$ cat src/rtl/spd_pkg.sv
`default_nettype none
package spd_pkg;

    typedef struct packed {
        logic signed [31:0] pos_x;
        logic signed [31:0] pos_y;
        logic signed [31:0] pos_z;
        logic [31:0]        range_mm;
        logic signed [15:0] azimuth;
        logic signed [15:0] elevation;
        logic               invalid;
        logic signed [15:0] red_in;
        logic signed [15:0] green_in;
        logic signed [15:0] blue_in;
        logic [15:0]        intensity;
    } t_in_item;

    typedef struct packed {
        logic signed [31:0] x_offset;
        logic signed [31:0] y_offset;
        logic signed [31:0] z_offset;
        logic [7:0]         red;
        logic [7:0]         green;
        logic [7:0]         blue;
    } t_out_item;

    localparam logic [2:0] REG_SCAN_FORMAT  = 3'd0;
    localparam logic [2:0] REG_PALETTE_SLOT = 3'd1;
    localparam logic [2:0] REG_KEEP_STRIDE  = 3'd2;
    localparam logic [2:0] REG_INT_LOW      = 3'd3;
    localparam logic [2:0] REG_INT_HIGH     = 3'd4;
    localparam logic [2:0] REG_ORIGIN_X     = 3'd5;
    localparam logic [2:0] REG_ORIGIN_Y     = 3'd6;
    localparam logic [2:0] REG_ORIGIN_Z     = 3'd7;

    localparam logic [1:0] COL_RGB     = 2'd0;
    localparam logic [1:0] COL_GREY    = 2'd1;
    localparam logic [1:0] COL_PALETTE = 2'd2;

    localparam logic signed [35:0] CORDIC_X0 = 36'sd652032874;

    typedef enum logic [3:0] {
        S_IDLE, S_AZ, S_EL, S_DIV, S_MUL_T, S_MUL_X, S_MUL_Y, S_MUL_Z, S_OFFS
    } t_state;

    // cordic unit control
    typedef struct packed {
        logic        start;
        logic [15:0] angle;
    } t_cordic_ctl;

    function automatic logic [31:0] atan_unit(input logic [4:0] i);
        logic [31:0] v;
        case (i)
            5'd0:  v = 32'd536870912; 5'd1:  v = 32'd316933406;
            5'd2:  v = 32'd167458907; 5'd3:  v = 32'd85004756;
            5'd4:  v = 32'd42667331;  5'd5:  v = 32'd21354465;
            5'd6:  v = 32'd10679838;  5'd7:  v = 32'd5340245;
            5'd8:  v = 32'd2670163;   5'd9:  v = 32'd1335087;
            5'd10: v = 32'd667544;    5'd11: v = 32'd333772;
            5'd12: v = 32'd166886;    5'd13: v = 32'd83443;
            5'd14: v = 32'd41722;     5'd15: v = 32'd20861;
            5'd16: v = 32'd10430;     5'd17: v = 32'd5215;
            5'd18: v = 32'd2608;      5'd19: v = 32'd1304;
            5'd20: v = 32'd652;       5'd21: v = 32'd326;
            5'd22: v = 32'd163;       5'd23: v = 32'd81;
            5'd24: v = 32'd41;        5'd25: v = 32'd20;
            5'd26: v = 32'd10;        5'd27: v = 32'd5;
            5'd28: v = 32'd3;         5'd29: v = 32'd1;
            5'd30: v = 32'd1;         default: v = 32'd0;
        endcase
        return v;
    endfunction

    function automatic logic [23:0] hue(input logic [3:0] k);
        logic [23:0] v;
        case (k[2:0])
            3'd0: v = {8'd140, 8'd199, 8'd255};
            3'd1: v = {8'd255, 8'd199, 8'd115};
            3'd2: v = {8'd158, 8'd230, 8'd158};
            3'd3: v = {8'd240, 8'd168, 8'd219};
            3'd4: v = {8'd250, 8'd235, 8'd140};
            3'd5: v = {8'd179, 8'd179, 8'd242};
            3'd6: v = {8'd140, 8'd235, 8'd230};
            default: v = {8'd235, 8'd153, 8'd140};
        endcase
        return v;
    endfunction

    function automatic logic [7:0] clamp_byte(input logic signed [15:0] v);
        logic [7:0] r;
        if (v < 0) r = 8'd0;
        else if (v > 16'sd255) r = 8'd255;
        else r = v[7:0];
        return r;
    endfunction

endpackage
`default_nettype wire

$ cat src/rtl/spd_cordic.sv
`default_nettype none
module spd_cordic
    import spd_pkg::*;
#(
    parameter int STEPS = 16
) (
    input  wire               i_clk,
    input  wire               i_rst_n,
    input  t_cordic_ctl       i_ctl,
    output logic              o_done,
    output logic signed [35:0] o_cos,
    output logic signed [35:0] o_sin
);
    localparam int NS = (STEPS > 32) ? 32 : STEPS;

    logic signed [35:0] r_x, r_y, n_x, n_y;
    logic signed [34:0] r_a, n_a;
    logic [5:0]         r_i;
    logic               r_busy, r_neg;
    logic signed [34:0] a0;
    logic signed [34:0] a_init;
    logic               neg_init;
    logic signed [34:0] at;

    assign at = 35'($signed({1'b0, atan_unit(r_i[4:0])}));

    always_comb begin
        a0 = 35'($signed(i_ctl.angle)) <<< 16;
        // fold angles beyond a quarter turn back by half a turn
        a_init = a0;
        neg_init = 1'b0;
        if (a0 > (35'sd1 <<< 30)) begin
            a_init = a0 - (35'sd1 <<< 31);
            neg_init = 1'b1;
        end else if (a0 < -(35'sd1 <<< 30)) begin
            a_init = a0 + (35'sd1 <<< 31);
            neg_init = 1'b1;
        end
        n_x = r_x;
        n_y = r_y;
        n_a = r_a;
        if (r_a >= 0) begin
            n_x = r_x - (r_y >>> r_i);
            n_y = r_y + (r_x >>> r_i);
            n_a = r_a - at;
        end else begin
            n_x = r_x + (r_y >>> r_i);
            n_y = r_y - (r_x >>> r_i);
            n_a = r_a + at;
        end
    end

    always_ff @(posedge i_clk) begin
        if (!i_rst_n) begin
            r_busy <= 1'b0;
            o_done <= 1'b0;
        end else begin
            if (i_ctl.start) begin
                r_busy <= 1'b1;
                o_done <= 1'b0;
                r_i    <= '0;
                r_x    <= CORDIC_X0;
                r_y    <= '0;
                r_neg  <= neg_init;
                r_a    <= a_init;
            end else if (r_busy) begin
                r_x <= n_x;
                r_y <= n_y;
                r_a <= n_a;
                r_i <= r_i + 6'd1;
                o_done <= (r_i == 6'(NS - 1));
                if (r_i == 6'(NS - 1)) begin
                    r_busy <= 1'b0;
                end
            end else begin
                o_done <= 1'b0;
            end
        end
    end

    assign o_cos = r_neg ? -r_x : r_x;
    assign o_sin = r_neg ? -r_y : r_y;
endmodule
`default_nettype wire

$ cat src/rtl/scan_point_decode_top.sv
`default_nettype none
// Scan point decoder. One item is taken at a time; o_stall on the input is
// high while an item is in work, and a finished result waits in the output
// register so the next item can start. A dropped item (skipped by the stride
// or marked invalid) never leaves the idle state. A kept cartesian item
// passes the divide and offset steps. A spherical item runs azimuth and then
// elevation through the shared CORDIC rotator, then 4 multiply steps, each
// over a low and a high operand slice (a 19x32-bit partial product per
// cycle), before the same divide and offset steps. Grey intensity uses a
// restoring divider in the divide step that produces the 8 quotient bits. The
// offset step holds while the previous result is still stalled on the output.
module scan_point_decode_top
    import spd_pkg::*;
#(
    parameter int CORDIC_STEPS    = 16,
    parameter int PALETTE_ENTRIES = 8
) (
    input  wire        i_clk,
    input  wire        i_rst_n,
    input  wire        i_valid,
    output logic       o_stall,
    input  t_in_item   i_data,
    output logic       o_valid,
    input  wire        i_stall,
    output t_out_item  o_data,
    input  wire        i_cfg_we,
    input  wire [2:0]  i_cfg_idx,
    input  wire [31:0] i_cfg_data
);
    localparam int NPAL = (PALETTE_ENTRIES > 0) ? PALETTE_ENTRIES : 1;

    logic [2:0]  r_fmt, r_pal;
    logic [31:0] r_stride, r_phase;
    logic [15:0] r_lo, r_hi;
    logic signed [31:0] r_ox, r_oy, r_oz;

    t_state r_st, n_st;
    t_in_item r_in;
    logic [1:0] r_mode;
    logic signed [35:0] r_ca, r_sa, r_ce, r_se;
    logic signed [63:0] r_x, r_y, r_z, r_t;
    logic [15:0] r_rem, r_den;
    logic [23:0] r_num;
    logic [7:0]  r_q;
    logic [3:0]  r_dcnt;
    logic        r_ov;
    logic        r_half;
    logic signed [50:0] r_pp;
    logic        r_ovalid;
    t_out_item   r_out;

    t_cordic_ctl cctl;
    logic        cdone;
    logic signed [35:0] ccos, csin;

    spd_cordic #(.STEPS(CORDIC_STEPS)) u_cordic (
        .i_clk(i_clk), .i_rst_n(i_rst_n), .i_ctl(cctl),
        .o_done(cdone), .o_cos(ccos), .o_sin(csin)
    );

    logic accept, keep, sph, out_load;
    logic [31:0] stride;
    logic [2:0]  fmt;
    logic [1:0]  fmt_mode;
    logic [23:0] num_in;
    assign accept = i_valid && !o_stall;
    assign o_stall = (r_st != S_IDLE);
    assign stride = (r_stride == 32'd0) ? 32'd1 : r_stride;
    assign fmt = (r_fmt > 3'd5) ? 3'd5 : r_fmt;
    assign keep = (r_phase == 32'd0) && !i_data.invalid;
    assign sph = (fmt >= 3'd3);
    assign fmt_mode = sph ? 2'(fmt - 3'd3) : fmt[1:0];
    assign num_in = 24'd215 * {8'd0, 16'(i_data.intensity - r_lo)};
    assign out_load = (r_st == S_OFFS) && (!r_ovalid || !i_stall);

    // shared multiplier: 36-bit signed operand times Q30 value, low slice of the
    // operand first, then the high slice
    logic signed [35:0] mul_a;
    logic signed [31:0] mul_b;
    logic signed [18:0] mul_h;
    logic signed [50:0] mul_pp;
    logic signed [71:0] mul_sum;
    logic signed [63:0] mul_r;
    always_comb begin
        mul_a = '0; mul_b = '0;
        unique case (r_st)
            S_MUL_T: begin
                mul_a = $signed({4'd0, r_in.range_mm}); mul_b = $signed(r_ce[31:0]);
            end
            S_MUL_X: begin mul_a = $signed(r_t[35:0]); mul_b = $signed(r_ca[31:0]); end
            S_MUL_Y: begin mul_a = $signed(r_t[35:0]); mul_b = $signed(r_sa[31:0]); end
            S_MUL_Z: begin
                mul_a = $signed({4'd0, r_in.range_mm}); mul_b = $signed(r_se[31:0]);
            end
            default: ;
        endcase
        if (r_half) mul_h = 19'($signed(mul_a[35:18]));
        else mul_h = $signed({1'b0, mul_a[17:0]});
        mul_pp = 51'(mul_h * mul_b);
        mul_sum = (72'(mul_pp) <<< 18) + 72'(r_pp) + (72'sd1 <<< 29);
        mul_r = 64'(mul_sum >>> 30);
    end

    logic [16:0] dtry;
    assign dtry = {r_rem, r_num[23]} - {1'b0, r_den};

    logic [2:0]  pal_k;
    logic [23:0] pal_col;
    always_comb begin
        pal_k = '0;
        for (int j = 0; j < 8; j++)
            if (r_pal == 3'(j)) pal_k = 3'(j % NPAL);
    end
    assign pal_col = hue({1'b0, pal_k});

    function automatic logic signed [31:0] sat(input logic signed [63:0] v,
                                               input logic signed [31:0] o);
        logic signed [64:0] d;
        logic signed [31:0] r;
        d = 65'(v) - 65'(o);
        if (d > 65'sd2147483647) r = 32'h7fffffff;
        else if (d < -65'sd2147483648) r = 32'h80000000;
        else r = d[31:0];
        return r;
    endfunction

    always_comb begin
        n_st = r_st;
        unique case (r_st)
            S_IDLE:  if (accept && keep) n_st = sph ? S_AZ : S_DIV;
            S_AZ:    if (cdone) n_st = S_EL;
            S_EL:    if (cdone) n_st = S_MUL_T;
            S_MUL_T: if (r_half) n_st = S_MUL_X;
            S_MUL_X: if (r_half) n_st = S_MUL_Y;
            S_MUL_Y: if (r_half) n_st = S_MUL_Z;
            S_MUL_Z: if (r_half) n_st = S_DIV;
            S_DIV:   if (r_mode != COL_GREY || r_dcnt == 4'd8) n_st = S_OFFS;
            S_OFFS:  if (!r_ovalid || !i_stall) n_st = S_IDLE;
            default: n_st = S_IDLE;
        endcase
    end

    always_comb begin
        cctl.start = 1'b0;
        cctl.angle = r_in.azimuth;
        if (r_st == S_IDLE && accept && keep && sph) begin
            cctl.start = 1'b1;
            cctl.angle = i_data.azimuth;
        end else if (r_st == S_AZ && cdone) begin
            cctl.start = 1'b1;
            cctl.angle = r_in.elevation;
        end
    end

    assign o_valid = r_ovalid;
    assign o_data  = r_out;

    always_ff @(posedge i_clk) begin
        if (!i_rst_n) begin
            r_fmt <= 3'd2; r_pal <= '0; r_stride <= 32'd1;
            r_lo <= '0; r_hi <= 16'hffff;
            r_ox <= '0; r_oy <= '0; r_oz <= '0;
            r_phase <= '0;
            r_st <= S_IDLE;
            r_ovalid <= 1'b0;
        end else begin
            r_st <= n_st;
            if (out_load) r_ovalid <= 1'b1;
            else if (!i_stall) r_ovalid <= 1'b0;
            if (i_cfg_we) begin
                unique case (i_cfg_idx)
                    REG_SCAN_FORMAT:  r_fmt <= i_cfg_data[2:0];
                    REG_PALETTE_SLOT: r_pal <= i_cfg_data[2:0];
                    REG_KEEP_STRIDE:  r_stride <= i_cfg_data;
                    REG_INT_LOW:      r_lo <= i_cfg_data[15:0];
                    REG_INT_HIGH:     r_hi <= i_cfg_data[15:0];
                    REG_ORIGIN_X:     r_ox <= i_cfg_data;
                    REG_ORIGIN_Y:     r_oy <= i_cfg_data;
                    REG_ORIGIN_Z:     r_oz <= i_cfg_data;
                    default: ;
                endcase
            end
            if (accept)
                r_phase <= (r_phase >= stride - 32'd1) ? 32'd0 : r_phase + 32'd1;
        end
    end

    always_ff @(posedge i_clk) begin
        unique case (r_st)
            S_IDLE: if (accept) begin
                r_in <= i_data;
                r_x <= 64'(i_data.pos_x);
                r_y <= 64'(i_data.pos_y);
                r_z <= 64'(i_data.pos_z);
                r_half <= 1'b0;
                r_dcnt <= '0;
                // quotient fits 8 bits: start from the top 16 dividend bits
                r_rem <= num_in[23:8];
                r_num <= {num_in[7:0], 16'd0};
                r_q <= '0;
                r_den <= r_hi - r_lo;
                r_mode <= (fmt_mode == COL_GREY && r_hi <= r_lo) ? COL_PALETTE : fmt_mode;
                r_ov <= (i_data.intensity <= r_lo) || (i_data.intensity >= r_hi);
            end
            S_AZ: if (cdone) begin r_ca <= ccos; r_sa <= csin; end
            S_EL: if (cdone) begin r_ce <= ccos; r_se <= csin; end
            S_MUL_T: begin
                r_pp <= mul_pp; r_half <= !r_half;
                if (r_half) r_t <= mul_r;
            end
            S_MUL_X: begin
                r_pp <= mul_pp; r_half <= !r_half;
                if (r_half) r_x <= mul_r;
            end
            S_MUL_Y: begin
                r_pp <= mul_pp; r_half <= !r_half;
                if (r_half) r_y <= mul_r;
            end
            S_MUL_Z: begin
                r_pp <= mul_pp; r_half <= !r_half;
                if (r_half) r_z <= mul_r;
            end
            S_DIV: begin
                if (r_mode == COL_GREY && r_dcnt != 4'd8) begin
                    // restoring division, one quotient bit a cycle
                    r_num <= {r_num[22:0], 1'b0};
                    r_dcnt <= r_dcnt + 4'd1;
                    if (!dtry[16]) begin
                        r_rem <= dtry[15:0]; r_q <= {r_q[6:0], 1'b1};
                    end else begin
                        r_rem <= {r_rem[14:0], r_num[23]}; r_q <= {r_q[6:0], 1'b0};
                    end
                end
            end
            default: ;
        endcase
        if (out_load) begin
            r_out.x_offset <= sat(r_x, r_ox);
            r_out.y_offset <= sat(r_y, r_oy);
            r_out.z_offset <= sat(r_z, r_oz);
            unique case (r_mode)
                COL_RGB: begin
                    r_out.red <= clamp_byte(r_in.red_in);
                    r_out.green <= clamp_byte(r_in.green_in);
                    r_out.blue <= clamp_byte(r_in.blue_in);
                end
                COL_GREY: begin
                    r_out.red   <= r_ov ? ((r_in.intensity <= r_lo) ? 8'd40 : 8'd255)
                                        : 8'd40 + r_q;
                    r_out.green <= r_ov ? ((r_in.intensity <= r_lo) ? 8'd40 : 8'd255)
                                        : 8'd40 + r_q;
                    r_out.blue  <= r_ov ? ((r_in.intensity <= r_lo) ? 8'd40 : 8'd255)
                                        : 8'd40 + r_q;
                end
                default: begin
                    r_out.red <= pal_col[23:16];
                    r_out.green <= pal_col[15:8];
                    r_out.blue <= pal_col[7:0];
                end
            endcase
        end
    end
endmodule
`default_nettype wire
$ cat config.mk
export PLATFORM = sky130hd
export DESIGN_NAME = scan_point_decode_top
export DESIGN_NICKNAME = d
export VERILOG_FILES = /design/src/rtl/spd_pkg.sv /design/src/rtl/spd_cordic.sv /design/src/rtl/scan_point_decode_top.sv
export SDC_FILE = /design/constraint.sdc
export NUM_CORES = 2
export LEC_CHECK = 0
export BUFFER_PORTS_ARGS = -buffer_cell sky130_fd_sc_hd__buf_2
export CORE_ASPECT_RATIO = 2
export CORE_MARGIN = 8
export CORE_UTILIZATION = 30
export CTS_BUF_LIST = sky130_fd_sc_hd__clkbuf_4
export CTS_CLUSTER_DIAMETER = 40
export DETAILED_ROUTE_END_ITERATION = 6
export HOLD_SLACK_MARGIN = 0.1
export MAX_ROUTING_LAYER = met4
export PLACE_DENSITY = 0.53
export SLEW_MARGIN = 20
export SYNTH_ARGS = -nofsm -noshare
export SYNTH_HDL_FRONTEND = slang
export SYNTH_HIERARCHICAL = 1
export SYNTH_SLANG_ARGS = --single-unit
$ cat constraint.sdc
create_clock -name i_clk -period 17.8 [get_ports i_clk]
set_input_delay 4.45 -clock i_clk [delete_from_list [all_inputs] [get_ports i_clk]]
set_output_delay 4.45 -clock i_clk [all_outputs]
set_load 0.005 [all_outputs]
==> results.sh <==
export IMPL_syn_area_per_cell_um2=9.38
export IMPL_insertion_delay_ns=1.29
export IMPL_endpoint_kind="flip-flop"
export IMPL_synthCells=9389
export IMPL_p_leak_nw=41.2
export IMPL_grt_pass1_wl_mm=505
export IMPL_die_h_um=782
export IMPL_drtPass1Iterations=7
export IMPL_worstMarginPinSlew_ns=1.14
export IMPL_antenna_found_initial=44
export IMPL_gr_total_overflow=0
export IMPL_final_max_slew_viol_count=0
export IMPL_netlist_area_um2=88100
export IMPL_arrival_ns=15.01
export IMPL_skew_ns=0.176
export IMPL_first_global_vias=78100
export IMPL_port_buffers=386
export IMPL_drive_above_1_share=0.120
export IMPL_crit_top_cell="fa_1"
export IMPL_finalCritPeriodShare=0.788
export IMPL_viasPerCell=5.30
export IMPL_drt_iter0_drc=4380
export IMPL_postRouteAntennaNets=0
export IMPL_crit_path_max_incr_delay_ns=0.85
export IMPL_die_w_um=399
export IMPL_cts_sinks=973
export IMPL_vias=73300
export IMPL_tns_ns=0
export IMPL_syn_num_nets=11000
export IMPL_hold_class="reg -> reg"
export IMPL_worst_setup_path_start_kind="flip-flop"
export IMPL_critPathRequiredTime_ns=18.77
export IMPL_cts_buffers=267
export IMPL_grt_max_degree=126
export IMPL_cts_setup_buffers=0
export IMPL_crit_path_max_fanout=40
export IMPL_clockBufferDepth=4
export IMPL_worstSetupPathType="reg -> reg"
export IMPL_pin_count=387
export IMPL_grt_setup_unrepaired="no"
export IMPL_setup_viol=0
export IMPL_cts_htree_levels=5
export IMPL_hpwlAfterDp_mm=279
export IMPL_nNetsFinal=11300
export IMPL_clockRootBuffer="clkbuf_4"
export IMPL_coreArea_um2=293000
export IMPL_gr_usage_all_layers=0.223
export IMPL_syn_to_final_growth_pct=11.4
export IMPL_cts_resized_gates=0
export IMPL_hold_viol_final=0
export IMPL_die_area_um2=312000
export IMPL_min_period_ns=14.03
export IMPL_start_util=0.301
export IMPL_cap_violations=0
export IMPL_peakVddDrop_uv=113
export IMPL_status="completed"
export IMPL_synth_warnings=6
export IMPL_cts_tree="done"
export IMPL_max_slew_margin=0.222
export IMPL_gp_congestion=1.01
export IMPL_rows=281
export IMPL_nFillCells=30300
export IMPL_cp_slowest_cell="o41ai_2"
export IMPL_totalPowerFinal_mw=9.50
export IMPL_hold_buffers=0
export IMPL_cts_clk_slew_worst_paths_ns=0.08
export IMPL_drt_wl_total_mm=349
export IMPL_p_per_area_nw_per_um2=96.8
export IMPL_remaining_drc_errors=0
export IMPL_fmax_mhz=71.3
export IMPL_avgRoutedWirePerCell_um=25.3
## sequential cells by signal (all words and copies together) (netlist names), 30 cells and up
register,flops
r_ox,32
r_pp,33
r_in,128
u_cordic/r_a,35
r_stride,32
u_cordic/at,30
r_x,41
r_t,36
r_oz,32
r_z,41
r_oy,32
o_data,120
r_phase,32
r_ce,32
r_se,32
u_cordic/r_y,36
r_y,41
u_cordic/r_x,36
r_ca,32
r_sa,32
## cells in the final DEF (no fill, tap or decap), types with 88 or more instances in the layout
| master | instances |
|---|---|
| a21o_1 | 205 |
| o21a_1 | 94 |
| buf_2 | 385 |
| xor2_1 | 223 |
| clkbuf_4 | 354 |
| nand4_1 | 96 |
| fa_1 | 650 |
| o21ai_0 | 448 |
| inv_1 | 992 |
| dfxtp_1 | 235 |
| a21oi_1 | 463 |
| nor2_1 | 632 |
| nand2b_1 | 88 |
| xnor2_1 | 316 |
| nand3_1 | 126 |
| nand2_1 | 1311 |
| a21boi_0 | 159 |
| buf_4 | 147 |
| ha_1 | 667 |
| nor3_1 | 101 |
| mux2i_1 | 145 |
| edfxtp_1 | 738 |
## final timing paths
| check | from | to | slack [ns] | cells past startpoint |
|---|---|---|---|---|
| worst max-delay path | r_st[2] | r_x[36] | 3.77 | 42 |
| worst min register to register | r_oz[17] | r_oz[17] | 0.46 | 2 |
| worst min-delay path | r_oz[17] | r_oz[17] | 0.46 | 2 |
| worst max register to register | r_st[2] | r_x[36] | 3.77 | 42 |
## per-stage QoR
stage / hold slack (ns) / cells / area [um2] / setup slack (ns) / utilization
2_1_floorplan: 0.443 / 9389 / 88100 / 5.29 / -
3_3_place_gp: 0.453 / 13300 / 94500 / 3.79 / 0.323
3_5_place_dp: 0.458 / 13300 / 94500 / 3.89 / 0.323
4_1_cts: 0.468 / 13800 / 98000 / 3.91 / 0.335
5_1_grt: 0.488 / 13800 / 98100 / 3.15 / 0.335
6_report: 0.464 / 13800 / 98100 / 3.77 / 0.335
## area by class of cell
| type | count | area [um2] | area share |
|---|---|---|---|
| antenna | 37 | 92.6 | 0.000944 |
| clock buffer | 354 | 2660 | 0.0271 |
| clock inverter | 122 | 880 | 0.00897 |
| inverter | 1001 | 3760 | 0.0384 |
| multi-input combinational | 6986 | 56000 | 0.571 |
| sequential | 973 | 26900 | 0.274 |
| tap | 3820 | 4780 | 0.0487 |
| timing repair buffer | 533 | 3050 | 0.0311 |
## layer usage
layer / routed length [um] / GRT usage
met5: 0 / -
met4: 38400 / 0.193
met3: 17500 / 0.0309
met2: 184000 / 0.413
met1: 110000 / 0.196
## critical path, delay by kind of cell (launching register included)
| family | cells | cell delay [ns] |
|---|---|---|
| AND/OR/NAND/NOR | 6 | 1.68 |
| flip-flops | 1 | 0.53 |
| AO/OA/AOI/OAI | 18 | 4.93 |
| XOR/XNOR | 2 | 0.57 |
| adder cells (fa/ha/maj) | 10 | 4.95 |
| buffers and inverters | 6 | 1.11 |
## power breakdown
part	internal, mW	switching (mW)	total (mW)
logic	1.58	2.64	4.22
clock network	1.13	1.09	2.22
registers	2.91	0.152	3.06
Power figures use the tool's default switching activity.
